[src/hw/rtl/spq_pkg.sv]
`timescale 1ns / 1ps
// ----------------------------------------------------------------------------
// spq_pkg
// Shared types and constants of the sorted priority queue.
// ----------------------------------------------------------------------------
package spq_pkg;

   localparam int DEFAULT_CAPACITY     = 64;
   localparam int DEFAULT_KEY_BITS     = 32;
   localparam int DEFAULT_PAYLOAD_BITS = 32;

   // fixed field widths of the channels
   localparam int KEY_FIELD_BITS     = 32;
   localparam int PAYLOAD_FIELD_BITS = 32;
   localparam int COUNT_FIELD_BITS   = 7;

   typedef enum logic {
      OP_ENQUEUE = 1'b0,
      OP_DEQUEUE = 1'b1
   } op_type;

   typedef struct packed {
      op_type                          operation;
      logic [KEY_FIELD_BITS-1:0]       time_key;
      logic [PAYLOAD_FIELD_BITS-1:0]   entry_payload;
   } req_data_type;

   typedef struct packed {
      logic [KEY_FIELD_BITS-1:0]       out_time_key;
      logic [PAYLOAD_FIELD_BITS-1:0]   out_payload;
      logic                            out_valid;
      logic [COUNT_FIELD_BITS-1:0]     entry_count;
      logic                            is_empty;
      logic                            is_full;
      logic                            op_error;
   } rsp_data_type;

   // per-cycle command broadcast to every cell
   typedef struct packed {
      logic insert;
      logic remove;
   } cell_ctrl_type;

endpackage

[src/hw/rtl/spq_cell.sv]
`timescale 1ns / 1ps
// ----------------------------------------------------------------------------
// spq_cell
// One slot of the sorted store: holds an entry, shifts right on insert
// behind the insertion point and shifts left on remove.
// ----------------------------------------------------------------------------
module spq_cell #(
   parameter int KEY_BITS     = spq_pkg::DEFAULT_KEY_BITS,
   parameter int PAYLOAD_BITS = spq_pkg::DEFAULT_PAYLOAD_BITS
) (
   input  logic                      clock,
   input  logic                      reset,
   input  spq_pkg::cell_ctrl_type    ctrl,
   input  logic [KEY_BITS-1:0]       new_key,
   input  logic [PAYLOAD_BITS-1:0]   new_payload,
   input  logic [KEY_BITS-1:0]       left_key,
   input  logic [PAYLOAD_BITS-1:0]   left_payload,
   input  logic                      left_valid,
   input  logic                      left_take,
   input  logic [KEY_BITS-1:0]       right_key,
   input  logic [PAYLOAD_BITS-1:0]   right_payload,
   input  logic                      right_valid,
   output logic                      take,
   output logic [KEY_BITS-1:0]       key,
   output logic [PAYLOAD_BITS-1:0]   payload,
   output logic                      valid
);
   import spq_pkg::*;

   logic [KEY_BITS-1:0]     key_ff,     key_in;
   logic [PAYLOAD_BITS-1:0] payload_ff, payload_in;
   logic                    valid_ff,   valid_in;

   // new entry lands here or further left when this slot is empty or larger
   assign take = !valid_ff || (key_ff > new_key);

   always_comb begin
      key_in     = key_ff;
      payload_in = payload_ff;
      valid_in   = valid_ff;
      if (ctrl.insert && take) begin
         if (left_take) begin
            key_in     = left_key;
            payload_in = left_payload;
            valid_in   = left_valid;
         end else begin
            key_in     = new_key;
            payload_in = new_payload;
            valid_in   = 1'b1;
         end
      end else if (ctrl.remove) begin
         key_in     = right_key;
         payload_in = right_payload;
         valid_in   = right_valid;
      end
   end

   always_ff @(posedge clock) begin
      key_ff     <= key_in;
      payload_ff <= payload_in;
      if (reset) begin
         valid_ff <= 1'b0;
      end else begin
         valid_ff <= valid_in;
      end
   end

   assign key     = key_ff;
   assign payload = payload_ff;
   assign valid   = valid_ff;

endmodule

[config.mk]
export PLATFORM = sky130hd
export DESIGN_NAME = spq_cell
export DESIGN_NICKNAME = d
export VERILOG_FILES = /design/src/hw/rtl/spq_pkg.sv /design/src/hw/rtl/spq_cell.sv
export SDC_FILE = /design/constraint.sdc
export NUM_CORES = 1
export LEC_CHECK = 0
export BUFFER_PORTS_ARGS = -buffer_cell sky130_fd_sc_hd__clkbuf_2
export CORE_MARGIN = 1
export CORE_UTILIZATION = 44
export CTS_BUF_LIST = sky130_fd_sc_hd__clkbuf_16
export DETAILED_ROUTE_END_ITERATION = 12
export GPL_TIMING_DRIVEN = 0
export PLACE_DENSITY = 0.81
export SLEW_MARGIN = 40
export SYNTH_ARGS = -nofsm -noshare
export SYNTH_HDL_FRONTEND = slang
export SYNTH_SLANG_ARGS = --single-unit
[constraint.sdc]
create_clock -name clock -period 5.67 [get_ports clock]
set_input_delay 0.2835 -clock clock [delete_from_list [all_inputs] [get_ports clock]]
set_output_delay 0.2835 -clock clock [all_outputs]
set_load 0.03 [all_outputs]
### After elaboration in Yosys (flattened, before gate mapping)

Index checks and enable logic that the tools add are counted.
W data, S select, Z words.

| word-level totals | value |
|---|---|
| register bits | 65 |
| input port bits | 199 |
| output and inout bits | 66 |
| word-level logic and storage cells | 17 |

| operators by class | value |
|---|---|
| magnitude comparators | 1 |
| multiplexer cells | 9 |
| reduce and logical (&&, ||, !) cells | 4 |

Operators by type and width:

| cell | count |
|---|---|
| $mux W32 | 6 |
| $gt A32 B32 Y1 | 1 |
| $mux W1 | 3 |
| $reduce_bool A2 Y1 | 1 |
| $logic_and A1 B1 Y1 | 1 |
| $logic_not A1 Y1 | 1 |
| $logic_or A1 B1 Y1 | 1 |

### Depth between registers and ports, before layout

Gate-level depths: netlist of the first run.

| depth | value |
|---|---|
| depth after elaboration | 4 |
| mapped depth | 10 |
| depth with buffers taken out | 8 |

### Least setup slack after synthesis of the first run

Ideal clock, no wire load.

| timing | value |
|---|---|
| kind | register -> register |
| start point | register key_ff[30], in the netlist key[30] |
| end point | register key_ff[0], in the netlist key[0] (enable) |
| arrival | 3.791 ns |
| path slack | 1.454 ns |
| stages on the path, launching flop included | 9 |
| buffers on the path | 2 |
| path through | edfxtp_1 > ha_1 > nand4_2 > or4_4 > a41oi_1 > o311a_1 > buf_6 > buf_6 > or2_1 |

| between the ends | value |
|---|---|
| longest elaborated chain between the ends | 4 |

RTL lines:

| what | RTL line | source |
|---|---|---|
| start: declaration | spq_cell.sv:30 | `logic [KEY_BITS-1:0] key_ff, key_in;` |
| start signal: assignment | spq_cell.sv:59 | `key_ff <= key_in;` |
| $gt A32 B32 Y1 | spq_cell.sv:35 | `assign take = !valid_ff \|\| (key_ff > new_key);` |
| $logic_or A1 B1 Y1 | spq_cell.sv:35 |  |
| $logic_and A1 B1 Y1 | spq_cell.sv:41 | `if (ctrl.insert && take) begin` |
| $reduce_bool A2 Y1 (no line) | n/a |  |

Every way passes these cells.
A chain may end at the register's enable or synchronous reset.

### Worst setup path in the final report of the first run

| timing | value |
|---|---|
| start point | register key_ff[31], in the netlist key[31] |
| end point | register payload_ff[25], in the netlist payload[25] (enable) |

| between the ends | value |
|---|---|
| longest elaborated chain between the ends | 4 |

RTL lines:

| what | RTL line | source |
|---|---|---|
| $gt A32 B32 Y1 | spq_cell.sv:35 |  |
| $logic_or A1 B1 Y1 | spq_cell.sv:35 |  |
| $logic_and A1 B1 Y1 | spq_cell.sv:41 |  |
| $reduce_bool A2 Y1 (no line) | n/a |  |
| end signal: assignment | spq_cell.sv:60 | `payload_ff <= payload_in;` |
| end: declaration | spq_cell.sv:31 | `logic [PAYLOAD_BITS-1:0] payload_ff, payload_in;` |

Every way passes these cells.

==> flow_metrics.env, run 1 <==
export IMPL_fmax_mhz=289
export IMPL_seq_area_frac_synth_pct=43.8
export IMPL_dr_pass1_iters=4
export IMPL_start_util_pct=45.4
export IMPL_crit_path_end_kind="flop"
export IMPL_drive_gt1_share_pct=59.5
export IMPL_final_common_cell="clkbuf_2"
export IMPL_dp_hpwl_um=10600
export IMPL_crit_required_ns=5.68
export IMPL_grt_max_degree=42
export IMPL_rsz0062_at_grt="false"
export IMPL_numCtsBuffers=9
export IMPL_htreeDepth=3
export IMPL_path_clk_slew_ns=0.06
export IMPL_syn_area_um2=4440
export IMPL_multiInputGateArea_um2=2260
export IMPL_io_pins=265
export IMPL_leakage_nw=3.13
export IMPL_period_minus_slack_ns=3.46
export IMPL_grt_overflow=0
export IMPL_post_place_ws_ns=2.14
export IMPL_drv_cap=0
export IMPL_relSlewSlack_pct=59.7
export IMPL_stdcell_count=778
export IMPL_fin_setup_tns_ns=0
export IMPL_slew_viol_final=0
export IMPL_die_y_um=102
export IMPL_grt_pass1_vias=3989
export IMPL_status="complete, no violations"
export IMPL_finish_instance_area_um2=6200
export IMPL_path_common_cell="buf_6"
export IMPL_rows=36
export IMPL_fin_worst_skew_ns=0.00504
export IMPL_cts_tree="yes"
export IMPL_numPortBuffers=263
export IMPL_cpMaxStageDelayCell="or4_4"
export IMPL_grt_pass1_wl_um=18800
export IMPL_crit_type="reg -> reg"
export IMPL_die_area_um2=10500
export IMPL_yosysWarnings=0
export IMPL_synth_nets=596
export IMPL_cts_hold_buf=0
export IMPL_fp_dieW_um=102
export IMPL_syn_avg_cell_area_um2=12.2
export IMPL_coreArea_um2=9770
export IMPL_antenna_cells=0
export IMPL_ctsResizeCount=0
export IMPL_fillers=801
export IMPL_ys_types=33
export IMPL_gp_congestion=0.876
export IMPL_grt_use_total_pct=24.3
export IMPL_cts_setup_buffers=0
export IMPL_clk_root_buffer_cell="clkbuf_16"
export IMPL_cts_buffer_depth=2
export IMPL_critical_path_arrival_ns=3.46
export IMPL_p_total_w=0.00164
export IMPL_hold_violations=0
export IMPL_final_antenna_net_count=0
export IMPL_placed_cells=762
export IMPL_area_growth_pct=39.6
export IMPL_vias=3934
export IMPL_drc=0
export IMPL_layout_common_cells="263 x clkbuf_2, 64 x edfxtp_1, 59 x mux2_2, 39 x mux2_4, 37 x nand2_1"
export IMPL_numClockSinks=65
export IMPL_antenna_found_initial=0
export IMPL_period_share_pct=61.0
export IMPL_regArea_um2=1940
export IMPL_slowest_delay_ns=0.59
export IMPL_crit_chain="ha_1 > nand4_2 > or4_4 > a41oi_1 > o311a_1 > buf_6 > buf_6 > or2_4 > buf_12"
export IMPL_r2r_slack_ns=2.21
export IMPL_post_synth_inst_count=365
export IMPL_layout_nets=871
export IMPL_cp_start_kind="flop"
export IMPL_powerDensity_nw_per_um2=265
export IMPL_post_dp_cell_area_um2=5940
export IMPL_hp_class="in -> reg"
export IMPL_wire_per_inst_um=16.9
export IMPL_setup_viol=0
export IMPL_postRouteWirelength_um=13200
export IMPL_ys_seq_elements=65
export IMPL_final_setup_worst_slack_ns=2.21
export IMPL_via_per_inst=5.06
export IMPL_cp_max_fo=41
export IMPL_worst_slew_pin_slew_ns=0.604
export IMPL_drt_iter0_markers=113
export IMPL_clock_latency_ns=0.32
export IMPL_ir_drop_uv=166
[state kept, by name, summed over array words and instances, names as in the netlist]
| name | flops |
|---|---|
| valid | 1 |
| key | 32 |
| payload | 32 |
[cell families (layout without fill, tap and decap cells)]
group | after synthesis | count (layout) | share of synthesized area [%]
compound gates | 58 | 58 | 7.16
flops | 65 | 65 | 43.8
simple gates | 59 | 59 | 6.37
mux | 99 | 99 | 28.4
buf+inv | 52 | 332 | 5.30
fa+ha+maj | 32 | 32 | 9.02
[final timing paths]
kind,start,to,cells after the start
worst min register to register,valid,valid,3
worst max register to register,key[31],payload[25],9
worst min-delay path,right_key[22],key[22],2
worst max-delay path,key[31],payload[25],9
[per-stage QoR]
stage	hold WS (ns)	utilization, %
detailed placement	0.589	60.8
CTS	0.249	63.4
global route	0.251	63.4
global placement	0.586	60.6
floorplan	0.501	-
finish	0.258	63.4
[layout make-up]
type                       count  area share (%)
inverter                      34            2.06
multi-input combinational    248            36.5
sequential                    65            31.3
clock inverter                 7           0.464
clock buffer                   9            3.63
timing repair buffer         264            21.6
buffer                        18            1.74
tap                          133            2.69
[critical path, delay by kind of cell, from the launching register on]
| kind | cells | cell delay, ns |
|---|---|---|
| buf+inv | 3 | 0.69 |
| fa+ha+maj | 1 | 0.34 |
| simple gates | 3 | 1.13 |
| flops | 1 | 0.41 |
| compound gates | 2 | 0.53 |
[synth_stat cells (all sizes together)]
cell | count | area share (%)
edfxtp | 64 | 43
o311a | 1 | 0.23
nor3 | 2 | 0.34
nor2b | 1 | 0.14
nand4 | 7 | 1.1
dfxtp | 1 | 0.45
or4 | 1 | 0.25
nand2 | 37 | 3.1
ha | 32 | 9.0
o211ai | 1 | 0.17
a21boi | 1 | 0.17
a221o | 1 | 0.23
a21oi | 14 | 1.6
and4 | 2 | 0.39
and3 | 1 | 0.14
mux2i | 1 | 0.23
nor2 | 3 | 0.25
or2 | 1 | 0.14
nand3 | 4 | 0.45
mux2 | 98 | 28
a211o | 1 | 0.20
inv | 34 | 2.9
clkbuf | 10 | 0.85
o21ai | 36 | 4.1
a41oi | 1 | 0.20
buf | 8 | 1.6
a21o | 2 | 0.34
[metal layers]
| metal | wire [um] | GRT usage (%) | share of wire (%) |
|---|---|---|---|
| met1 | 4930 | 25.6 | 37 |
| met2 | 6920 | 44.2 | 53 |
| met3 | 927 | 6.98 | 7.0 |
| met4 | 376 | 11.4 | 2.9 |
| met5 | 0 | 0 | 0 |
[report_power, final]
| part | switching [W] | internal, W |
|---|---|---|
| clock network | 0.000196 | 0.000286 |
| logic | 0.000298 | 0.000230 |
| registers | 0.0000271 | 0.000607 |
| total | 0.000521 | 0.00112 |
(Power assumes the default switching activity.)
==> run 2: changes to the inputs <==
- ABC_AREA: unset -> 1
- CORE_ASPECT_RATIO: unset -> 1.4
- CORE_UTILIZATION: 44 -> 40
- PLACE_DENSITY: 0.81 -> 0.78
- clock period: 5.67 -> 2.9 ns (I/O delays scaled with it)
==> run 2 against run 1 <==
Compared with the run above: die area rose by 7.2%; non-clock buffer count rose by 9; register-to-register slack got worse by 2.0 ns; largest power group unchanged; largest cell class unchanged; global-route usage fell by 0.56 points; flip-flop and latch count did not move.
==> flow_metrics.env, run 2 <==
export IMPL_status="complete, no violations"
export IMPL_clk_root_buffer_cell="clkbuf_16"
export IMPL_period_minus_slack_ns=2.71
export IMPL_rsz0062_at_grt="false"
export IMPL_postRouteWirelength_um=13000
export IMPL_layout_common_cells="263 x clkbuf_2, 201 x nand2_1, 64 x o211ai_1, 64 x edfxtp_1, 44 x inv_1"
export IMPL_rows=44
export IMPL_crit_type="reg -> reg"
export IMPL_leakage_nw=3.29
export IMPL_synth_area_top_cells="edfxtp_1 44%, nand2_1 18%, o211ai_1 11%"
export IMPL_synth_common_cells="202 x nand2_1, 64 x edfxtp_1, 64 x o211ai_1, 41 x inv_1, 33 x or2_2"
export IMPL_syn_avg_cell_area_um2=8.57
export IMPL_htreeDepth=3
export IMPL_coreArea_um2=10500
export IMPL_fmax_mhz=369
export IMPL_area_growth_pct=41.7
export IMPL_path_clk_slew_ns=0.05
export IMPL_drt_iter0_markers=150
export IMPL_finish_instance_area_um2=6130
export IMPL_yosys_area_top_type="edfxtp_1"
export IMPL_slew_viol_final=0
export IMPL_post_dp_cell_area_um2=5820
export IMPL_powerDensity_nw_per_um2=541
export IMPL_cp_max_fo=32
export IMPL_final_common_cell="clkbuf_2"
export IMPL_die_area_um2=11200
export IMPL_fp_dieW_um=89.9
export IMPL_seq_area_frac_synth_pct=44.9
export IMPL_fin_util_pct=58.6
export IMPL_ys_types=21
export IMPL_crit_required_ns=2.87
export IMPL_gp_congestion=0.804
export IMPL_p_total_w=0.00332
export IMPL_placed_cells=906
export IMPL_dr_pass1_iters=4
export IMPL_relSlewSlack_pct=64.5
export IMPL_via_per_inst=4.79
export IMPL_grt_pass1_wl_um=20900
export IMPL_synth_nets=736
export IMPL_synth_edff_count=64
export IMPL_start_util_pct=41.4
export IMPL_drc=0
export IMPL_vias=4424
export IMPL_cts_tree="yes"
export IMPL_cts_buffer_depth=2
export IMPL_yosysWarnings=0
export IMPL_period_share_pct=93.4
export IMPL_hp_class="in -> reg"
export IMPL_antenna_found_initial=0
export IMPL_grt_overflow=0
export IMPL_wire_per_inst_um=14.1
export IMPL_drv_cap=0
export IMPL_ir_drop_uv=310
export IMPL_numClockSinks=65
export IMPL_numCtsBuffers=9
export IMPL_dp_hpwl_um=10100
export IMPL_clock_latency_ns=0.33
export IMPL_syn_area_um2=4330
export IMPL_ys_seq_elements=65
export IMPL_die_y_um=125
export IMPL_crit_path_end_kind="flop"
export IMPL_fin_setup_tns_ns=0
export IMPL_cp_start_kind="flop"
export IMPL_layout_nets=1012
export IMPL_grt_max_degree=65
export IMPL_final_antenna_net_count=0
export IMPL_ys_flop_type="edfxtp_1"
export IMPL_stdcell_count=924
export IMPL_fin_worst_skew_ns=0.00554
export IMPL_hold_violations=0
export IMPL_synth_most_common_cell="nand2_1"
export IMPL_grt_pass1_vias=4435
export IMPL_async_reset_ff_share_pct=0
export IMPL_worst_slew_pin_slew_ns=0.533
export IMPL_io_pins=265
export IMPL_synth_top_area_share_pct=44.4
export IMPL_numPortBuffers=263
export IMPL_antenna_cells=0
export IMPL_post_synth_inst_count=505
export IMPL_drive_gt1_share_pct=41.5
export IMPL_grt_use_total_pct=23.7
export IMPL_setup_viol=0
export IMPL_fillers=1005
export IMPL_critical_path_arrival_ns=2.67
[run 2: cell types whose count changed after synthesis, sizes merged, moves of 10 or more]
cell	before	now
mux2	98	0
nand2	37	204
or2	1	33
o211ai	1	64
o21ai	36	2
nor2	3	13
[run 2: final cells by class]
cell class / count / area [um^2] / area share, %
clock inverter: 7 / 55.1 / 0.897
tap: 138 / 173 / 2.81
clock buffer: 9 / 225 / 3.67
multi-input combinational: 371 / 2070 / 33.7
buffer: 27 / 180 / 2.94
inverter: 43 / 166 / 2.71
sequential: 65 / 1940 / 31.7
timing repair buffer: 264 / 1330 / 21.6
[run 2: worst max-delay path, cell delays in order (launching register included)]
cell and delay, ns:
edfxtp_1 0.40, ha_1 0.32, nand2_1 0.07, nor2_1 0.21
nand2_1 0.08, nand2_1 0.07, nand2_1 0.05, nand2_1 0.06
nand2_1 0.05, nand2_1 0.05, nand2_1 0.06, nand2_2 0.10
nand2_4 0.09, buf_6 0.16, buf_6 0.16, nand2_4 0.38
[run 2: logic make-up after synthesis]
logic type / after synthesis / synth area share [%]
buf+inv: 70 / 8.01
flops: 65 / 44.9
fa+ha+maj: 32 / 9.25
compound gates: 82 / 13.3
simple gates: 256 / 24.6
[run 2: repair_timing]
action	in CTS	in global routing
endpoints found under the hold margin	1	0
hold buffers	1	0
pin swaps	0	1
gates cloned	0	1
endpoints found under the setup margin	64	22
setup buffers	0	0
gates resized for setup	1	0
[run 2: stage by stage]
stage | setup WS (ns) | hold slack, ns
floorplan | 0.0917 | 0.214
global placement | -0.0600 | 0.303
detailed placement | -0.132 | 0.311
CTS | 0.130 | 0.0735
global route | 0.0459 | 0.0832
finish | 0.192 | 0.0851
[run 2: worst paths after layout]
path | endpoint | start | slack [ns] | cells past startpoint
setup / recovery | key[6] | key[7] | 0.19 | 15
hold / removal | key[14] | right_key[14] | 0.09 | 3
setup reg to reg | key[6] | key[7] | 0.19 | 15
hold reg to reg | valid | valid | 0.52 | 2
[run 2: power breakdown]
group / leakage, nW / switching (W) / internal [W]
Sequential: 0.664 / 0.0000531 / 0.00120
Clock: 0.150 / 0.000381 / 0.000649
Combinational: 2.48 / 0.000661 / 0.000375
[run 2: per-layer routing]
| layer | track usage (%) | vias up | share of wire [%] |
|---|---|---|---|
| met2 | 44.3 | 190 | 53 |
| met1 | 25.6 | 1960 | 39 |
| li1 | - | 2257 | - |
| met3 | 5.84 | 17 | 7.0 |
| met4 | 8.82 | 0 | 1.8 |
| met5 | 0 | - | 0 |
